--- config.mk ---
export PLATFORM = sky130hd
export DESIGN_NAME = firmware_transfer_session_tracker
export DESIGN_NICKNAME = d
export VERILOG_FILES = /design/src/fwst_pkg.sv /design/src/firmware_transfer_session_tracker.sv /design/src/fwst_div.sv /design/src/fwst_dpath.sv /design/src/fwst_ctrl.sv
export SDC_FILE = /design/constraint.sdc
export NUM_CORES = 1
export LEC_CHECK = 0
export BUFFER_PORTS_ARGS = -buffer_cell sky130_fd_sc_hd__buf_2
export CELL_PAD_IN_SITES_DETAIL_PLACEMENT = 0
export CELL_PAD_IN_SITES_GLOBAL_PLACEMENT = 1
export CORE_UTILIZATION = 43
export DETAILED_ROUTE_END_ITERATION = 6
export GPL_TIMING_DRIVEN = 0
export HOLD_SLACK_MARGIN = 0.05
export PLACE_DENSITY = 0.82
export SLEW_MARGIN = 10
export SYNTH_ARGS = -nofsm -noshare
export SYNTH_HDL_FRONTEND = slang
export SYNTH_SLANG_ARGS = --single-unit
--- constraint.sdc ---
create_clock -name i_clk -period 11.34 [get_ports i_clk]
set_input_delay 3.402 -clock i_clk [delete_from_list [all_inputs] [get_ports i_clk]]
set_output_delay 3.402 -clock i_clk [all_outputs]
set_load 0.05 [all_outputs]
--- src/fwst_pkg.sv ---
// Shared types and constants for the firmware transfer session tracker.
// Used by every module under src; depends on nothing.
package fwst_pkg;

    // Default chunk limits, handed to the top-level parameters
    localparam int P_MIN_CHUNK = 20;
    localparam int P_MAX_CHUNK = 512;

    // Link framing overhead subtracted from the MTU, and percent scale
    localparam int MTU_OVERHEAD = 3;
    localparam int PCT_SCALE    = 100;

    // Serial divider sizing
    localparam int DQ_W        = 33;  // dividend/quotient shift register
    localparam int DIV_CNT_W   = 6;   // step counter, holds CHUNK_STEPS
    localparam int PCT_STEPS   = 7;   // percent quotient is below 128
    localparam int CHUNK_STEPS = 33;  // size + chunk - 1 needs 33 bits

    localparam int CFG_IDX_W = 3;

    typedef enum logic [2:0] {
        CMD_OPEN    = 3'd0,
        CMD_MTU     = 3'd1,
        CMD_CONFIRM = 3'd2,
        CMD_STATUS  = 3'd3,
        CMD_REWIND  = 3'd4,
        CMD_ABORT   = 3'd5
    } t_cmd;

    typedef enum logic [2:0] {
        PH_IDLE         = 3'd0,
        PH_STARTING     = 3'd1,
        PH_TRANSFERRING = 3'd2,
        PH_FLUSHING     = 3'd3,
        PH_FINISHING    = 3'd4,
        PH_COMPLETED    = 3'd5,
        PH_FAILED       = 3'd6
    } t_phase;

    typedef enum logic [2:0] {
        SK_READY    = 3'd0,
        SK_PROGRESS = 3'd1,
        SK_ERROR    = 3'd2,
        SK_FINISHED = 3'd3,
        SK_UNKNOWN  = 3'd4
    } t_skind;

    typedef enum logic [CFG_IDX_W-1:0] {
        CFG_IMAGE_TOTAL   = 3'd0,
        CFG_CODE_READY    = 3'd1,
        CFG_CODE_PROGRESS = 3'd2,
        CFG_CODE_ERROR    = 3'd3,
        CFG_CODE_FINISHED = 3'd4
    } t_cfg_idx;

    typedef enum logic [2:0] {
        ST_IDLE,
        ST_APPLY,
        ST_PCT_LOAD,
        ST_PCT_RUN,
        ST_CHK_LOAD,
        ST_CHK_RUN,
        ST_DONE
    } t_state;

    // One input transaction
    typedef struct packed {
        logic [2:0]  cmd;
        logic [15:0] mtu_size;
        logic [15:0] written_length;
        logic [2:0]  status_count;
        logic [7:0]  status_byte0;
        logic [7:0]  status_byte1;
        logic [7:0]  status_byte2;
        logic [7:0]  status_byte3;
        logic [7:0]  status_byte4;
    } t_in_item;

    // One result transaction
    typedef struct packed {
        logic [2:0]  phase;
        logic [31:0] bytes_sent;
        logic [31:0] bytes_confirmed;
        logic [6:0]  percent;
        logic [15:0] chunk_size;
        logic [31:0] total_chunks;
        logic [15:0] chunk_length;
        logic        chunk_has_data;
        logic        chunk_is_last;
        logic [2:0]  status_kind;
        logic [7:0]  status_error_code;
        logic [7:0]  raw_status;
    } t_out_item;

    // Controller to datapath commands
    typedef struct packed {
        logic latch_in;
        logic apply;
        logic div_pct;
        logic div_chunk;
        logic cap_pct;
        logic cap_chunk;
        logic load_out;
    } t_ctrl_cmd;

    // Datapath to controller status
    typedef struct packed {
        logic div_busy;
    } t_dp_status;

endpackage

--- src/firmware_transfer_session_tracker.sv ---
// Top level of the firmware transfer session tracker: controller, datapath, config port.
// Depends on fwst_pkg, fwst_ctrl, fwst_dpath (which holds fwst_div).
//
//  channel  handshake                 payload
//  -------  ------------------------  ----------------------------------
//  input    i_in_valid / o_in_stall   i_in_data  (t_in_item)
//  output   o_out_valid / i_out_stall o_out_data (t_out_item)
//  config   i_cfg_valid / o_cfg_ready i_cfg_index, i_cfg_data
//
// Each transaction runs two serial divisions, 7 steps for percent and 33 for the chunk
// count, one bit per cycle through a single shared unit; the input stays stalled until
// the result is loaded.
// Synchronous active-low reset; config and session state reset at once, no sweep.
// A held result waits in the output register; the next transaction is accepted while
// it waits, and processing holds before the result load until the register frees up.
module firmware_transfer_session_tracker import fwst_pkg::*; #(
    parameter int MIN_CHUNK = P_MIN_CHUNK,
    parameter int MAX_CHUNK = P_MAX_CHUNK
) (
    input  logic                 i_clk,
    input  logic                 i_rst_n,
    input  logic                 i_in_valid,
    output logic                 o_in_stall,
    input  t_in_item             i_in_data,
    output logic                 o_out_valid,
    input  logic                 i_out_stall,
    output t_out_item            o_out_data,
    input  logic                 i_cfg_valid,
    output logic                 o_cfg_ready,
    input  logic [CFG_IDX_W-1:0] i_cfg_index,
    input  logic [31:0]          i_cfg_data
);

    t_ctrl_cmd  w_cmd;
    t_dp_status w_stat;

    // Config writes are always taken
    assign o_cfg_ready = 1'b1;

    fwst_ctrl u_ctrl (
        .i_clk       (i_clk),
        .i_rst_n     (i_rst_n),
        .i_in_valid  (i_in_valid),
        .o_in_stall  (o_in_stall),
        .i_out_stall (i_out_stall),
        .o_out_valid (o_out_valid),
        .i_stat      (w_stat),
        .o_cmd       (w_cmd)
    );

    fwst_dpath #(
        .MIN_CHUNK (MIN_CHUNK),
        .MAX_CHUNK (MAX_CHUNK)
    ) u_dpath (
        .i_clk       (i_clk),
        .i_rst_n     (i_rst_n),
        .i_cfg_we    (i_cfg_valid && o_cfg_ready),
        .i_cfg_index (i_cfg_index),
        .i_cfg_data  (i_cfg_data),
        .i_in_data   (i_in_data),
        .i_cmd       (w_cmd),
        .o_stat      (w_stat),
        .o_out_data  (o_out_data)
    );

`ifndef ASSERT_OFF
    // An accepted transaction blocks the input for at least the following cycle
    a_busy_after_accept: assert property (@(posedge i_clk) disable iff (!i_rst_n)
        (i_in_valid && !o_in_stall) |=> o_in_stall)
        else $error("input not stalled after accept");

    // Percent never exceeds full scale
    a_pct_range: assert property (@(posedge i_clk) disable iff (!i_rst_n)
        o_out_valid |-> (o_out_data.percent <= 7'd100))
        else $error("percent above 100");

    // Next chunk never longer than the chunk size
    a_len_le_chunk: assert property (@(posedge i_clk) disable iff (!i_rst_n)
        o_out_valid |-> (o_out_data.chunk_length <= o_out_data.chunk_size))
        else $error("chunk length above chunk size");

    // No data left means a zero-length chunk
    a_len_when_empty: assert property (@(posedge i_clk) disable iff (!i_rst_n)
        (o_out_valid && !o_out_data.chunk_has_data) |-> (o_out_data.chunk_length == 16'd0))
        else $error("nonzero chunk length without data");
`endif

endmodule

--- src/fwst_div.sv ---
// Restoring serial divider, one quotient bit per cycle, preloadable remainder.
// Depends on fwst_pkg.
module fwst_div import fwst_pkg::*; (
    input  logic                 i_clk,
    input  logic                 i_rst_n,
    input  logic                 i_start,
    input  logic [31:0]          i_rem_init,
    input  logic [DQ_W-1:0]      i_dq_init,
    input  logic [DIV_CNT_W-1:0] i_steps,
    input  logic [31:0]          i_divisor,
    output logic                 o_busy,
    output logic [DQ_W-1:0]      o_quotient
);

    logic [31:0]          r_rem;
    logic [DQ_W-1:0]      r_dq;
    logic [31:0]          r_div;
    logic [DIV_CNT_W-1:0] r_cnt;

    logic [32:0] w_trial;
    logic        w_ge;
    logic [32:0] w_diff;

    // One step: shift in the next dividend bit, subtract if it fits
    always_comb begin
        w_trial = {r_rem, r_dq[DQ_W-1]};
        w_ge    = (w_trial >= {1'b0, r_div});
        w_diff  = w_trial - {1'b0, r_div};
    end

    // Step counter
    always_ff @(posedge i_clk) begin
        if (!i_rst_n) begin
            r_cnt <= '0;
        end else if (i_start) begin
            r_cnt <= i_steps;
        end else if (r_cnt != '0) begin
            r_cnt <= r_cnt - 1'b1;
        end
    end

    // Remainder and dividend/quotient shift register
    always_ff @(posedge i_clk) begin
        if (i_start) begin
            r_rem <= i_rem_init;
            r_dq  <= i_dq_init;
            r_div <= i_divisor;
        end else if (r_cnt != '0) begin
            r_rem <= w_ge ? w_diff[31:0] : w_trial[31:0];
            r_dq  <= {r_dq[DQ_W-2:0], w_ge};
        end
    end

    assign o_busy     = (r_cnt != '0);
    assign o_quotient = r_dq;

endmodule

--- src/fwst_dpath.sv ---
// Datapath: config registers, session state, command update, divisions, result register.
// Depends on fwst_pkg and fwst_div.
module fwst_dpath import fwst_pkg::*; #(
    parameter int MIN_CHUNK = P_MIN_CHUNK,
    parameter int MAX_CHUNK = P_MAX_CHUNK
) (
    input  logic                 i_clk,
    input  logic                 i_rst_n,
    input  logic                 i_cfg_we,
    input  logic [CFG_IDX_W-1:0] i_cfg_index,
    input  logic [31:0]          i_cfg_data,
    input  t_in_item             i_in_data,
    input  t_ctrl_cmd            i_cmd,
    output t_dp_status           o_stat,
    output t_out_item            o_out_data
);

    // Configuration registers
    logic [31:0] r_image_total;
    logic [7:0]  r_code_ready;
    logic [7:0]  r_code_progress;
    logic [7:0]  r_code_error;
    logic [7:0]  r_code_finished;

    // Session state
    logic [31:0] r_size;
    logic [31:0] r_sent;
    logic [31:0] r_conf;
    logic [15:0] r_chunk;
    t_phase      r_phase;

    // Per-transaction working registers
    t_in_item    r_in;
    t_skind      r_kind;
    logic [7:0]  r_ecode;
    logic [7:0]  r_raw;
    logic [6:0]  r_pct;
    logic [31:0] r_chunks;
    t_out_item   r_out;

    logic [31:0] n_size;
    logic [31:0] n_sent;
    logic [31:0] n_conf;
    logic [15:0] n_chunk;
    t_phase      n_phase;
    t_skind      n_kind;
    logic [7:0]  n_ecode;
    logic [7:0]  n_raw;

    logic signed [17:0] w_usable;
    logic signed [17:0] w_lo;
    logic signed [17:0] w_hi;
    logic [15:0]        w_clamped;
    logic [32:0]        w_sum;
    logic [31:0]        w_sent_sat;
    logic [31:0]        w_prog_cnt;
    logic [31:0]        w_prog_sat;

    logic [38:0]          w_prod;
    logic [32:0]          w_chk_num;
    logic                 w_div_start;
    logic [31:0]          w_rem_init;
    logic [DQ_W-1:0]      w_dq_init;
    logic [DIV_CNT_W-1:0] w_steps;
    logic [31:0]          w_divisor;
    logic                 w_div_busy;
    logic [DQ_W-1:0]      w_quo;

    logic [31:0] w_left;
    logic        w_none;
    logic [15:0] w_len;
    logic        w_last;

    // Configuration writes
    always_ff @(posedge i_clk) begin
        if (!i_rst_n) begin
            r_image_total   <= '0;
            r_code_ready    <= 8'd1;
            r_code_progress <= 8'd2;
            r_code_error    <= 8'd3;
            r_code_finished <= 8'd4;
        end else if (i_cfg_we) begin
            case (i_cfg_index)
                CFG_IMAGE_TOTAL:   r_image_total   <= i_cfg_data;
                CFG_CODE_READY:    r_code_ready    <= i_cfg_data[7:0];
                CFG_CODE_PROGRESS: r_code_progress <= i_cfg_data[7:0];
                CFG_CODE_ERROR:    r_code_error    <= i_cfg_data[7:0];
                CFG_CODE_FINISHED: r_code_finished <= i_cfg_data[7:0];
                default: ;
            endcase
        end
    end

    // Input capture
    always_ff @(posedge i_clk) begin
        if (i_cmd.latch_in) begin
            r_in <= i_in_data;
        end
    end

    // Chunk size: MTU less overhead, raised to the minimum, then capped
    always_comb begin
        w_usable  = $signed({2'b00, r_in.mtu_size}) - $signed(18'(MTU_OVERHEAD));
        w_lo      = (w_usable < $signed(18'(MIN_CHUNK))) ? $signed(18'(MIN_CHUNK)) : w_usable;
        w_hi      = (w_lo > $signed(18'(MAX_CHUNK))) ? $signed(18'(MAX_CHUNK)) : w_lo;
        w_clamped = w_hi[15:0];
    end

    // Saturating sent offset and progress count
    always_comb begin
        w_sum      = {1'b0, r_sent} + {17'b0, r_in.written_length};
        w_sent_sat = (w_sum > {1'b0, r_size}) ? r_size : w_sum[31:0];
        w_prog_cnt = (r_in.status_count >= 3'd5) ?
                     {r_in.status_byte4, r_in.status_byte3,
                      r_in.status_byte2, r_in.status_byte1} : 32'd0;
        w_prog_sat = (w_prog_cnt > r_size) ? r_size : w_prog_cnt;
    end

    // Command update
    always_comb begin
        n_size  = r_size;
        n_sent  = r_sent;
        n_conf  = r_conf;
        n_chunk = r_chunk;
        n_phase = r_phase;
        n_kind  = SK_UNKNOWN;
        n_ecode = '0;
        n_raw   = '0;
        case (r_in.cmd)
            CMD_OPEN: begin
                n_size  = r_image_total;
                n_sent  = '0;
                n_conf  = '0;
                n_chunk = w_clamped;
                n_phase = PH_STARTING;
            end
            CMD_MTU: begin
                n_chunk = w_clamped;
            end
            CMD_CONFIRM: begin
                n_sent = w_sent_sat;
                if (r_phase == PH_STARTING) n_phase = PH_TRANSFERRING;
                if (w_sent_sat >= r_size && r_size != '0) n_phase = PH_FLUSHING;
            end
            CMD_STATUS: begin
                if (r_in.status_count != 3'd0) begin
                    n_raw = r_in.status_byte0;
                    if (r_in.status_byte0 == r_code_ready) begin
                        n_kind = SK_READY;
                        if (r_phase == PH_STARTING) n_phase = PH_TRANSFERRING;
                    end else if (r_in.status_byte0 == r_code_progress) begin
                        n_kind = SK_PROGRESS;
                        n_conf = w_prog_sat;
                        if (r_phase == PH_STARTING) n_phase = PH_TRANSFERRING;
                    end else if (r_in.status_byte0 == r_code_error) begin
                        n_kind = SK_ERROR;
                        if (r_in.status_count >= 3'd2) n_ecode = r_in.status_byte1;
                        n_phase = PH_FAILED;
                    end else if (r_in.status_byte0 == r_code_finished) begin
                        n_kind  = SK_FINISHED;
                        n_conf  = r_size;
                        n_phase = PH_COMPLETED;
                    end
                end
            end
            CMD_REWIND: begin
                n_sent = '0;
                n_conf = '0;
                if (r_phase != PH_IDLE) n_phase = PH_STARTING;
            end
            CMD_ABORT: begin
                n_size  = '0;
                n_sent  = '0;
                n_conf  = '0;
                n_chunk = 16'(MAX_CHUNK);
                n_phase = PH_IDLE;
            end
            default: ;
        endcase
    end

    // Session state registers
    always_ff @(posedge i_clk) begin
        if (!i_rst_n) begin
            r_size  <= '0;
            r_sent  <= '0;
            r_conf  <= '0;
            r_chunk <= 16'(MAX_CHUNK);
            r_phase <= PH_IDLE;
        end else if (i_cmd.apply) begin
            r_size  <= n_size;
            r_sent  <= n_sent;
            r_conf  <= n_conf;
            r_chunk <= n_chunk;
            r_phase <= n_phase;
        end
    end

    // Status decode results for this transaction
    always_ff @(posedge i_clk) begin
        if (i_cmd.apply) begin
            r_kind  <= n_kind;
            r_ecode <= n_ecode;
            r_raw   <= n_raw;
        end
    end

    // Divider operands: percent preloads the high bits, its quotient fits 7 bits
    always_comb begin
        w_prod      = 39'(r_conf) * 39'(PCT_SCALE);
        w_chk_num   = {1'b0, r_size} + {17'b0, r_chunk} - 33'd1;
        w_div_start = i_cmd.div_pct | i_cmd.div_chunk;
        if (i_cmd.div_pct) begin
            w_rem_init = w_prod[38:PCT_STEPS];
            w_dq_init  = {w_prod[PCT_STEPS-1:0], {(DQ_W-PCT_STEPS){1'b0}}};
            w_steps    = DIV_CNT_W'(PCT_STEPS);
            w_divisor  = r_size;
        end else begin
            w_rem_init = '0;
            w_dq_init  = w_chk_num;
            w_steps    = DIV_CNT_W'(CHUNK_STEPS);
            w_divisor  = {16'b0, r_chunk};
        end
    end

    fwst_div u_div (
        .i_clk      (i_clk),
        .i_rst_n    (i_rst_n),
        .i_start    (w_div_start),
        .i_rem_init (w_rem_init),
        .i_dq_init  (w_dq_init),
        .i_steps    (w_steps),
        .i_divisor  (w_divisor),
        .o_busy     (w_div_busy),
        .o_quotient (w_quo)
    );

    // Quotient capture, zero when the divisor is zero
    always_ff @(posedge i_clk) begin
        if (i_cmd.cap_pct) begin
            r_pct <= (r_size == '0) ? '0 : w_quo[PCT_STEPS-1:0];
        end
        if (i_cmd.cap_chunk) begin
            r_chunks <= (r_chunk == '0) ? '0 : w_quo[31:0];
        end
    end

    // Next chunk description
    always_comb begin
        w_left = r_size - r_sent;
        w_none = (r_sent >= r_size) || (r_chunk == '0);
        w_len  = '0;
        w_last = (r_size != '0);
        if (!w_none) begin
            w_len  = (w_left < {16'b0, r_chunk}) ? w_left[15:0] : r_chunk;
            w_last = (w_left <= {16'b0, r_chunk});
        end
    end

    // Result register
    always_ff @(posedge i_clk) begin
        if (i_cmd.load_out) begin
            r_out.phase             <= r_phase;
            r_out.bytes_sent        <= r_sent;
            r_out.bytes_confirmed   <= r_conf;
            r_out.percent           <= r_pct;
            r_out.chunk_size        <= r_chunk;
            r_out.total_chunks      <= r_chunks;
            r_out.chunk_length      <= w_len;
            r_out.chunk_has_data    <= !w_none;
            r_out.chunk_is_last     <= w_last;
            r_out.status_kind       <= r_kind;
            r_out.status_error_code <= r_ecode;
            r_out.raw_status        <= r_raw;
        end
    end

    assign o_stat.div_busy = w_div_busy;
    assign o_out_data      = r_out;

endmodule

--- src/fwst_ctrl.sv ---
// Controller: sequences capture, update, the two divisions and the result hand-off.
// Depends on fwst_pkg.
module fwst_ctrl import fwst_pkg::*; (
    input  logic       i_clk,
    input  logic       i_rst_n,
    input  logic       i_in_valid,
    output logic       o_in_stall,
    input  logic       i_out_stall,
    output logic       o_out_valid,
    input  t_dp_status i_stat,
    output t_ctrl_cmd  o_cmd
);

    t_state r_state;
    t_state n_state;
    logic   r_out_valid;
    logic   w_out_free;

    // Result register can take a new value
    assign w_out_free = !r_out_valid || !i_out_stall;

    // Next state
    always_comb begin
        n_state = r_state;
        case (r_state)
            ST_IDLE:     if (i_in_valid) n_state = ST_APPLY;
            ST_APPLY:    n_state = ST_PCT_LOAD;
            ST_PCT_LOAD: n_state = ST_PCT_RUN;
            ST_PCT_RUN:  if (!i_stat.div_busy) n_state = ST_CHK_LOAD;
            ST_CHK_LOAD: n_state = ST_CHK_RUN;
            ST_CHK_RUN:  if (!i_stat.div_busy) n_state = ST_DONE;
            ST_DONE:     if (w_out_free) n_state = ST_IDLE;
            default:     n_state = ST_IDLE;
        endcase
    end

    // Command outputs
    always_comb begin
        o_cmd      = '0;
        o_in_stall = 1'b1;
        case (r_state)
            ST_IDLE: begin
                o_in_stall     = 1'b0;
                o_cmd.latch_in = i_in_valid;
            end
            ST_APPLY:    o_cmd.apply     = 1'b1;
            ST_PCT_LOAD: o_cmd.div_pct   = 1'b1;
            ST_PCT_RUN:  o_cmd.cap_pct   = !i_stat.div_busy;
            ST_CHK_LOAD: o_cmd.div_chunk = 1'b1;
            ST_CHK_RUN:  o_cmd.cap_chunk = !i_stat.div_busy;
            ST_DONE:     o_cmd.load_out  = w_out_free;
            default: ;
        endcase
    end

    // State and result valid
    always_ff @(posedge i_clk) begin
        if (!i_rst_n) begin
            r_state     <= ST_IDLE;
            r_out_valid <= 1'b0;
        end else begin
            r_state <= n_state;
            if (o_cmd.load_out) begin
                r_out_valid <= 1'b1;
            end else if (!i_out_stall) begin
                r_out_valid <= 1'b0;
            end
        end
    end

    assign o_out_valid = r_out_valid;

endmodule

Yosys cells after proc, flatten, opt, wreduce, memory -nomap -nowiden

Cells that the tools add are included.

Equality and inequality tests: 31
Multipliers: 1
Mux-type cells: 55
Order comparisons: 11
Add/sub/neg operators: 7
Bitwise operators: 5
Reduce and logical (&&, ||, !) cells: 39

Operators with widths:

| operator                                                                       | number |
|---|---|
| 32-bit 2-to-1 mux                                                              | 12 |
| 32-bit one-hot mux with 2 select lines                                         | 3 |
| 33-bit 2-to-1 mux                                                              | 3 |
| 32-bit by 16-bit adder with 33-bit output                                      | 2 |
| 32-bit >= comparator                                                           | 2 |
| 32-bit subtractor                                                              | 2 |
| 16-bit 2-to-1 mux                                                              | 3 |
| 3-bit 2-to-1 mux                                                               | 16 |
| 32-bit by 5-bit multiplier with 37-bit output (second input constant)          | 1 |
| 33-bit by 32-bit >= comparator with 1-bit output                               | 1 |
| 33-bit by 32-bit > comparator with 1-bit output                                | 1 |
| 33-bit by 1-bit subtractor with 33-bit output (second input constant)          | 1 |
| 8-bit == test                                                                  | 4 |
| 32-bit > comparator                                                            | 1 |
| 32-bit by 16-bit less-or-equal comparator with 1-bit output                    | 1 |
| 32-bit zero test                                                               | 1 |
| 32-bit by 16-bit less-than comparator with 1-bit output                        | 1 |
| 16-bit one-hot mux with 2 select lines                                         | 1 |
| 32-bit nonzero test                                                            | 1 |
| 3-bit one-hot mux with 7 select lines                                          | 1 |
| 3-bit by 2-bit == test with 1-bit output (second input constant)               | 6 |
| 3-bit == test (second input constant)                                          | 6 |
| 18-bit by 11-bit > comparator with 1-bit output (second input constant)        | 1 |
| 18-bit by 6-bit less-than comparator with 1-bit output (second input constant) | 1 |
| other kinds (33)                                                               | 77 |

Output and inout bits: 162
Register bits after elaboration: 581
Input port bits: 118

Longest topological paths before layout

Gate-level depths: netlist of run 1.

Depth in word-level cells: 8
Mapped depth: 33
Depth with buffers taken out: 31

By module

Synthesis of run 1 repeated with hierarchy kept, for this count alone.

Cell total of the unflattened synthesis: 3554
Area total of the unflattened synthesis: 35674.2 um^2

By module, submodules not included:

| module                            | sequential area each (um^2) | cells an instance | instances | area an instance (um^2) |
|---|---|---|---|---|
| fwst_dpath                        | 12441.9                     | 2971              | 1         | 29126.7 |
| fwst_div                          | 3032.9                      | 549               | 1         | 6242.2 |
| fwst_ctrl                         | 80.1                        | 32                | 1         | 294.0 |
| firmware_transfer_session_tracker | 0.0                         | 2                 | 1         | 11.3 |

Least setup slack after synthesis of run 1

OpenSTA, ideal clock, no wires.

Path kind: input-to-reg
From: input port i_out_stall
To: register u_dpath.r_out, in the netlist u_dpath.o_out_data[0], enable pin
Setup time: 0.730 ns
Path slack: -0.453 ns
Arrival: 11.063 ns
Cell stages on the path: 1
Data required time: 10.610 ns
Buffers on the path: 0
Path through: a21oi_1

Word-level cells in the longest chain between the ends: 3

Ends and longest elaborated chain:

| what               | RTL line                                | RTL |
|---|---|---|
| start: declaration | firmware_transfer_session_tracker.sv:26 | `input logic i_out_stall,` |
| 1-bit zero test    | fwst_ctrl.sv:20                         | `assign w_out_free = !r_out_valid \|\| !i_out_stall;` |
| 1-bit logical OR   | fwst_ctrl.sv:20                         |  |
| 1-bit 2-to-1 mux   | fwst_ctrl.sv:41                         | `case (r_state)` |
| end: declaration   | fwst_dpath.sv:39                        | `t_out_item r_out;` |

Every way passes these cells.
A chain may end at the register's enable or synchronous reset.

Final worst setup path of run 1

From: register u_dpath.r_in[43] in the netlist's numbering
To: register u_dpath.r_phase[2]

Word-level cells in the longest chain between the ends: 7

Ends and longest elaborated chain:

| what                                            | RTL line          | RTL |
|---|---|---|
| start: declaration                              | fwst_dpath.sv:33  | `t_in_item r_in;` |
| start signal: assignment                        | fwst_dpath.sv:97  | `r_in <= i_in_data;` |
| 32-bit by 16-bit adder with 33-bit output (*)   | fwst_dpath.sv:111 | `w_sum = {1'b0, r_sent} + {17'b0, r_in.written_length};` |
| 33-bit by 32-bit > comparator with 1-bit output | fwst_dpath.sv:112 | `w_sent_sat = (w_sum > {1'b0, r_size}) ? r_size : w_sum[31:0];` |
| 32-bit 2-to-1 mux (*)                           | fwst_dpath.sv:112 |  |
| 32-bit >= comparator (*)                        | fwst_dpath.sv:143 | `if (w_sent_sat >= r_size && r_size != '0) n_phase = PH_FLUSHING;` |
| 1-bit logical AND (*)                           | fwst_dpath.sv:143 |  |
| 3-bit 2-to-1 mux (*)                            | fwst_dpath.sv:143 |  |
| 3-bit one-hot mux with 5 select lines (*)       | fwst_dpath.sv:129 | `case (r_in.cmd)` |
| end signal: assignment                          | fwst_dpath.sv:195 | `r_phase <= n_phase;` |
| end: declaration                                | fwst_dpath.sv:30  | `t_phase r_phase;` |

Mark *: on every way between the ends. The rest lies on a longest branch, timed or not.

==> results of run 1 <==
==> state kept, by name, summed over array words and instances, names as in the netlist, 7 cells and up <==
register	count
u_dpath.r_code_ready	8
u_dpath.r_code_progress	8
u_dpath.r_code_finished	8
u_dpath.r_size	32
u_dpath.r_pct	7
u_dpath.r_chunks	32
u_dpath.r_image_total	32
u_dpath.r_ecode	8
u_dpath.r_conf	32
u_dpath.u_div.r_div	32
u_dpath.u_div.r_rem	32
u_dpath.r_chunk	16
u_dpath.o_out_data	159
u_dpath.r_code_error	8
u_dpath.r_in	78
u_dpath.r_sent	32
u_dpath.r_raw	8
u_dpath.u_div.o_quotient	33
==> layer usage <==
layer / vias to the layer above / global-route usage
met5: - / 0
li1: 13807 / -
met2: 932 / 0.4438
met4: 0 / 0.1161
met3: 213 / 0.02732
met1: 13746 / 0.3395
==> power groups by stage <==
stage	Combinational (mW)	Sequential, mW	Clock (mW)
floorplan	1.39	2.72	0
global placement	1.84	2.80	0
detailed placement	1.90	2.77	0
CTS	1.91	2.73	2.26
global route	2.11	2.75	2.34
finish	1.91	2.74	2.22
==> metrics by stage <==
| step | setup slack (ns) | std cells | hold slack, ns |
|---|---|---|---|
| finish | 2.824 | 5086 | 0.4124 |
| global route | 2.462 | 5086 | 0.4170 |
| CTS | 2.850 | 5086 | 0.4139 |
| detailed placement | 2.894 | 4963 | 0.4045 |
| global placement | 0.9178 | 4948 | 0.4021 |
| floorplan | 3.150 | 3610 | 0.4003 |
==> worst max path at each step <==
stage / start / to / slack, ns / depth (start not counted)
after floorplan: i_out_stall / u_dpath.o_out_data[0] / 3.15 / 1
after global placement: i_out_stall / u_dpath.o_out_data[105] / 0.92 / 2
after detailed placement: u_dpath.r_in[43] / u_dpath.r_phase[2] / 2.89 / 32
after CTS: u_dpath.r_in[43] / u_dpath.r_phase[2] / 2.85 / 32
after global routing: u_dpath.r_in[43] / u_dpath.r_phase[2] / 2.46 / 32
final: u_dpath.r_in[43] / u_dpath.r_phase[2] / 2.82 / 32
==> kinds of logic after synthesis <==
logic type	after synthesis	synth area share
flops	581	0.4389
mux	65	0.01956
fa+ha+maj	383	0.1418
compound gates	917	0.1663
simple gates	1018	0.1399
buf+inv	475	0.05141
other cells	1	0.0001058
xor+xnor	170	0.04202
==> synthesized netlist by cell type, types with 23 or more instances <==
cell type and n:
inv_1 326, nor2b_1 28, o21ai_0 165, nand2b_1 33, nor2_1 173, edfxtp_1 392
a22o_1 41, a21o_1 95, a211oi_1 23, a31oi_1 26, o21a_1 28, ha_1 352
nand3_1 110, nand2_1 359, mux2_2 34, a22oi_1 38, xnor2_1 122, nor3_1 53
dfxtp_1 189, clkbuf_1 128, nand4_1 55, xor2_1 48, fa_1 31, mux2i_1 31
o22ai_1 56, a21oi_1 286, and2_1 90, nor4_1 26
==> critical path, delay by kind of cell (launching register included) <==
| family | cells | cell delay [ns] |
|---|---|---|
| multiplexers | 1 | 0.37 |
| AO/OA/AOI/OAI | 20 | 4.37 |
| flip-flops | 1 | 0.39 |
| AND/OR/NAND/NOR | 4 | 1.08 |
| adder cells (fa/ha/maj) | 4 | 1.23 |
| XOR/XNOR | 1 | 0.30 |
| buffers and inverters | 2 | 0.67 |
==> final cells by class <==
type	instances	area, µm²	area share
multi-input combinational	2554	18110	0.4439
inverter	328	1231	0.03018
clock inverter	38	391.6	0.009599
timing repair buffer	293	1712	0.04195
buffer	147	591.8	0.01451
clock buffer	85	1879	0.04606
tap	1060	1326	0.03251
sequential	581	15550	0.3813
==> results.toml, run 1 <==
[die]
die_area_mm2 = 0.08356
io_pins = 280
dieHeight_um = 289.1
rows = 104
core-area_mm2 = 0.08107
initial_utilization = 0.4371
chipWidth_um = 289.1

[grt]
antenna_found_initial = 2
grt_pass1_wl_um = 165000
grt.total_usage = 0.2624
grt_remaining_overflow = 0
grt_pass1_vias = 27599
grt_max_degree = 60

[pwr]
seqPwrFrac = 0.398
combPwrFrac = 0.278
p_sw_mw = 2.228
internal_power_mw = 4.650
p_leak_nw = 16.91
max-vdd-ir-drop_mv = 0.1221
pwr-share-clk = 0.323
power_density_mw_per_mm2 = 168.6
sw_frac_of_total = 0.3240
p_total_mw = 6.878

[clock_tree]
clk_pin_slew_ns = 0.06
cts_tree = "yes"
cts_post_setup_buffers_inserted = 0
cts_root_buf = "clkbuf_16"
cts_made_buffers = 67
cts.sinks = 581
cts-resized-gates = 0
clk_path_buf_depth = 3
hold_buffers = 0
h-tree-depth = 3
clk_latency_ns = 0.62

[critical_path]
critical_path_required_ns = 11.86
r2r-end = "u_dpath.r_phase[2]"
critical-path-max-stage-delay_ns = 0.73
reg2reg_slack_ns = 2.82
path_class = "reg2reg"
path_max_fanout = 10
crit_top_cell = "a21o_1"
end_kind = "flip-flop"
arrival_ns = 9.04
start_kind = "flip-flop"
ff2ff_path_depth = 32
cp_slowest_cell = "nor3_1"
reg2reg_from = "u_dpath.r_in[43]"

[sta]
tightest_slew_ns = 1.420
tns_ns = 0
finalClockSkew_ns = 0.03455
grt_setup_unrepaired = "no"
relSlewSlack = 0.05340
slew_viol_final = 0
finalSetupViolCount = 0
finalCritPeriodShare = 0.7510
period_needed_ns = 8.516
max_freq_mhz = 117.4
hold_viol = 0

[route]
vias = 28698
route.met3.wl_um = 6088
routed_wirelength_um = 110500
routedWlPerCell_um = 21.73
drt-met1-wl_um = 46560
routed-wl-met2_um = 52790
detail_route.iter0.violations = 2434
viasPerCell = 5.643
dr.pass1.iters = 6
drtAntennaViolNets = 0
top_layer = "met4"
drc = 0

[yosys]
avgSynthCellArea_um2 = 9.817
synth_area_leaders = "edfxtp_1 33%, ha_1 12%, dfxtp_1 11%"
synthCells = 3610
ys_seq_elements = 581
synth_flop_cell = "edfxtp_1"
yosys_warnings = 0
yosysUniqueCellTypes = 94
syn_nets = 4111
synth_edf_count = 392
syn_area_mm2 = 0.03544
synth_top_area_frac = 0.3322
synth_top_area_cell = "edfxtp_1"
yosysSeqAreaShare = 0.4389
async_flop_share = 0

[min_path]
holdCritPathClass = "reg2reg"
worstHoldStart = "u_dpath.r_ecode[6]"
min_path_cells = 0
holdPathEnd = "u_dpath.o_out_data[14]"

[place]
io_buffer_count = 278
dp_hpwl_um = 87000
place_congestion = 0.9593
dpl_cell_area_mm2 = 0.03853

[final_layout]
fin_nets = 4473
final_common_cell = "edfxtp_1"
final_area_mm2 = 0.04080
syn2layout_area_growth_pct = 15.13
utilization = 0.5033
final_cell_mix = "392 x edfxtp_1, 358 x nand2_1, 352 x ha_1, 326 x inv_1, 291 x buf_2"
fill_cells = 7546
n_antenna_cell = 0
drive_gt1_frac = 0.1242

[run]
cap_violations = 0

[status]
status = "finished, final reports clean"
Power figures use the tool's default switching activity.
==> inputs of run 2 (changes only) <==
--- a/config.mk
+++ b/config.mk
@@ -8,11 +8,11 @@
 export BUFFER_PORTS_ARGS = -buffer_cell sky130_fd_sc_hd__buf_2
 export CELL_PAD_IN_SITES_DETAIL_PLACEMENT = 0
 export CELL_PAD_IN_SITES_GLOBAL_PLACEMENT = 1
-export CORE_UTILIZATION = 43
+export CORE_UTILIZATION = 48
 export DETAILED_ROUTE_END_ITERATION = 6
 export GPL_TIMING_DRIVEN = 0
 export HOLD_SLACK_MARGIN = 0.05
-export PLACE_DENSITY = 0.82
+export PLACE_DENSITY = 0.86
 export SLEW_MARGIN = 10
 export SYNTH_ARGS = -nofsm -noshare
 export SYNTH_HDL_FRONTEND = slang
==> constraint.sdc (replaced) <==
create_clock -name i_clk -period 7.94 [get_ports i_clk]
set_input_delay 2.382 -clock i_clk [delete_from_list [all_inputs] [get_ports i_clk]]
set_output_delay 2.382 -clock i_clk [all_outputs]
set_load 0.05 [all_outputs]
==> results.toml, run 2 (synthesized netlist as in run 1, its figures left out) <==
[status]
status = "finished, final reports clean"

[route]
dr.pass1.iters = 6
routed_wirelength_um = 107100
drc = 0
vias = 28645
detail_route.iter0.violations = 2201
viasPerCell = 5.751
routedWlPerCell_um = 21.50
drtAntennaViolNets = 0

[grt]
grt_max_degree = 47
grt_use_met2 = 0.4816
grt_pass1_vias = 27213
grt.total_usage = 0.2821
grt_remaining_overflow = 0
grt_util_met1 = 0.3637
antenna_found_initial = 4
grt_use_met3 = 0.03272
busiest_layer = "met2"
grt_pass1_wl_um = 160600

[place]
dpl_cell_area_mm2 = 0.03837
io_buffer_count = 278
dp_hpwl_um = 84210
place_congestion = 0.9745

[sta]
relSlewSlack = 0.1931
finalCritPeriodShare = 0.9525
hold-worst-slack_ns = 0.4173
finalClockSkew_ns = 0.02346
tightest_slew_ns = 1.206
max_freq_mhz = 132.2
hold_viol = 0
period_needed_ns = 7.563
grt_setup_unrepaired = "no"
slew_viol_final = 0
finalSetupViolCount = 0

[pwr]
seqPwrFrac = 0.410
sw_frac_of_total = 0.3251
p_leak_nw = 16.83
p_sw_mw = 3.084
power_density_mw_per_mm2 = 234.2
internal_power_mw = 6.401
max-vdd-ir-drop_mv = 0.2380
p_total_mw = 9.485
combPwrFrac = 0.287
pwr-share-clk = 0.303

[clock_tree]
cts_tree = "yes"
clk_pin_slew_ns = 0.07
cts_root_buf = "clkbuf_16"
cts_made_buffers = 61
hold_buffers = 0
cts.sinks = 581
clk_latency_ns = 0.66
clk_path_buf_depth = 3
h-tree-depth = 2

[critical_path]
end_kind = "flip-flop"
critical_path_required_ns = 8.51
path_max_fanout = 10
arrival_ns = 8.13
path_class = "reg2reg"
crit_top_cell = "a21o_1"
cp_slowest_cell = "a311o_1"
critical-path-max-stage-delay_ns = 0.47
start_kind = "flip-flop"

[final_layout]
syn2layout_area_growth_pct = 14.29
final_cell_mix = "392 x edfxtp_1, 358 x nand2_1, 352 x ha_1, 326 x inv_1, 290 x buf_2"
final_area_mm2 = 0.04050
fin_nets = 4469
fill_cells = 6538
final_common_cell = "edfxtp_1"
top_register = "u_dpath.o_out_data"
largest_register_ffs = 159
drive_gt1_frac = 0.1239

[die]
initial_utilization = 0.4857
dieHeight_um = 273.7
core-area_mm2 = 0.07296
chipWidth_um = 273.7
rows = 99
die_area_mm2 = 0.07492
io_pins = 280

[min_path]
holdCritPathClass = "reg2reg"

[run]
cap_violations = 0
run 2: cell count changes in the layout (fill, tap and decap cells not counted), moves of 3 or more:
cell / change
clkinvlp_4: -4
clkinv_1: +3
clkbuf_16: -9
clkbuf_8: +4
buf_4: +3
run 2: through the flow:
| stage | util | cells | TNS, ns | setup slack [ns] |
|---|---|---|---|---|
| 2_1_floorplan | - | 3610 | 0 | 0.7702 |
| 3_3_place_gp | 0.5213 | 4847 | -232.47 | -1.395 |
| 3_5_place_dp | 0.5259 | 4861 | -0.7656 | -0.3611 |
| 4_1_cts | 0.5544 | 4978 | 0 | 0.02437 |
| 5_1_grt | 0.5550 | 4979 | 0 | 0.08624 |
| 6_report | 0.5551 | 4981 | 0 | 0.3774 |
run 2: worst paths after layout:
check / startpoint / endpoint / depth (start not counted) / slack [ns]
max: u_dpath.r_in[43] / u_dpath.r_phase[2] / 32 / 0.38
min: u_dpath.r_chunks[15] / u_dpath.o_out_data[52] / 0 / 0.42
min reg2reg: u_dpath.r_chunks[15] / u_dpath.o_out_data[52] / 0 / 0.42
max reg2reg: u_dpath.r_in[43] / u_dpath.r_phase[2] / 32 / 0.38
run 2: cell type report:
| cell class | instances | area, µm² | share of cell area |
|---|---|---|---|
| inverters | 328 | 1231 | 0.03040 |
| repair buffers | 295 | 1699 | 0.04195 |
| clock inverters | 37 | 350.3 | 0.008650 |
| well taps | 959 | 1200 | 0.02963 |
| multi-input cells | 2554 | 18160 | 0.4485 |
| flip-flops and latches | 581 | 15550 | 0.3841 |
| clock buffers | 78 | 1702 | 0.04202 |
| plain buffers | 147 | 594.3 | 0.01467 |
| diodes | 2 | 5.005 | 0.0001236 |
run 2: worst max-delay path, delay by kind of cell (launching register included):
kind / cells / cell delay (ns)
buffers and inverters: 2 / 0.59
flip-flops: 1 / 0.38
AND/OR/NAND/NOR: 4 / 0.66
multiplexers: 1 / 0.38
adder cells (fa/ha/maj): 4 / 1.25
AO/OA/AOI/OAI: 20 / 4.01
XOR/XNOR: 1 / 0.19
run 2: layer usage:
layer  vias to the layer above  wire length (µm)  part of all wire
li1                      13824                 -                 -
met1                     13661             44690              0.42
met2                       964             51270              0.48
met3                       194              6716             0.063
met4                         2              4387             0.041
met5                         -                10          0.000093
run 2: timing repair:
action | 4_1_cts | 5_1_grt
buffers inserted | 2 | 1
resized for setup | 2 | 8
setup endpoints to repair | 3 | 3
pin swaps | 1 | 3
run 2: power by group through the flow:
| stage | Combinational, mW | Sequential, mW | Clock (mW) |
|---|---|---|---|
| 6_report | 2.73 | 3.89 | 2.87 |
| 5_1_grt | 3.00 | 3.91 | 3.03 |
| 4_1_cts | 2.70 | 3.88 | 2.91 |
| 3_5_place_dp | 2.69 | 3.94 | 0 |
| 3_3_place_gp | 2.61 | 3.97 | 0 |
| 2_1_floorplan | 1.98 | 3.88 | 0 |
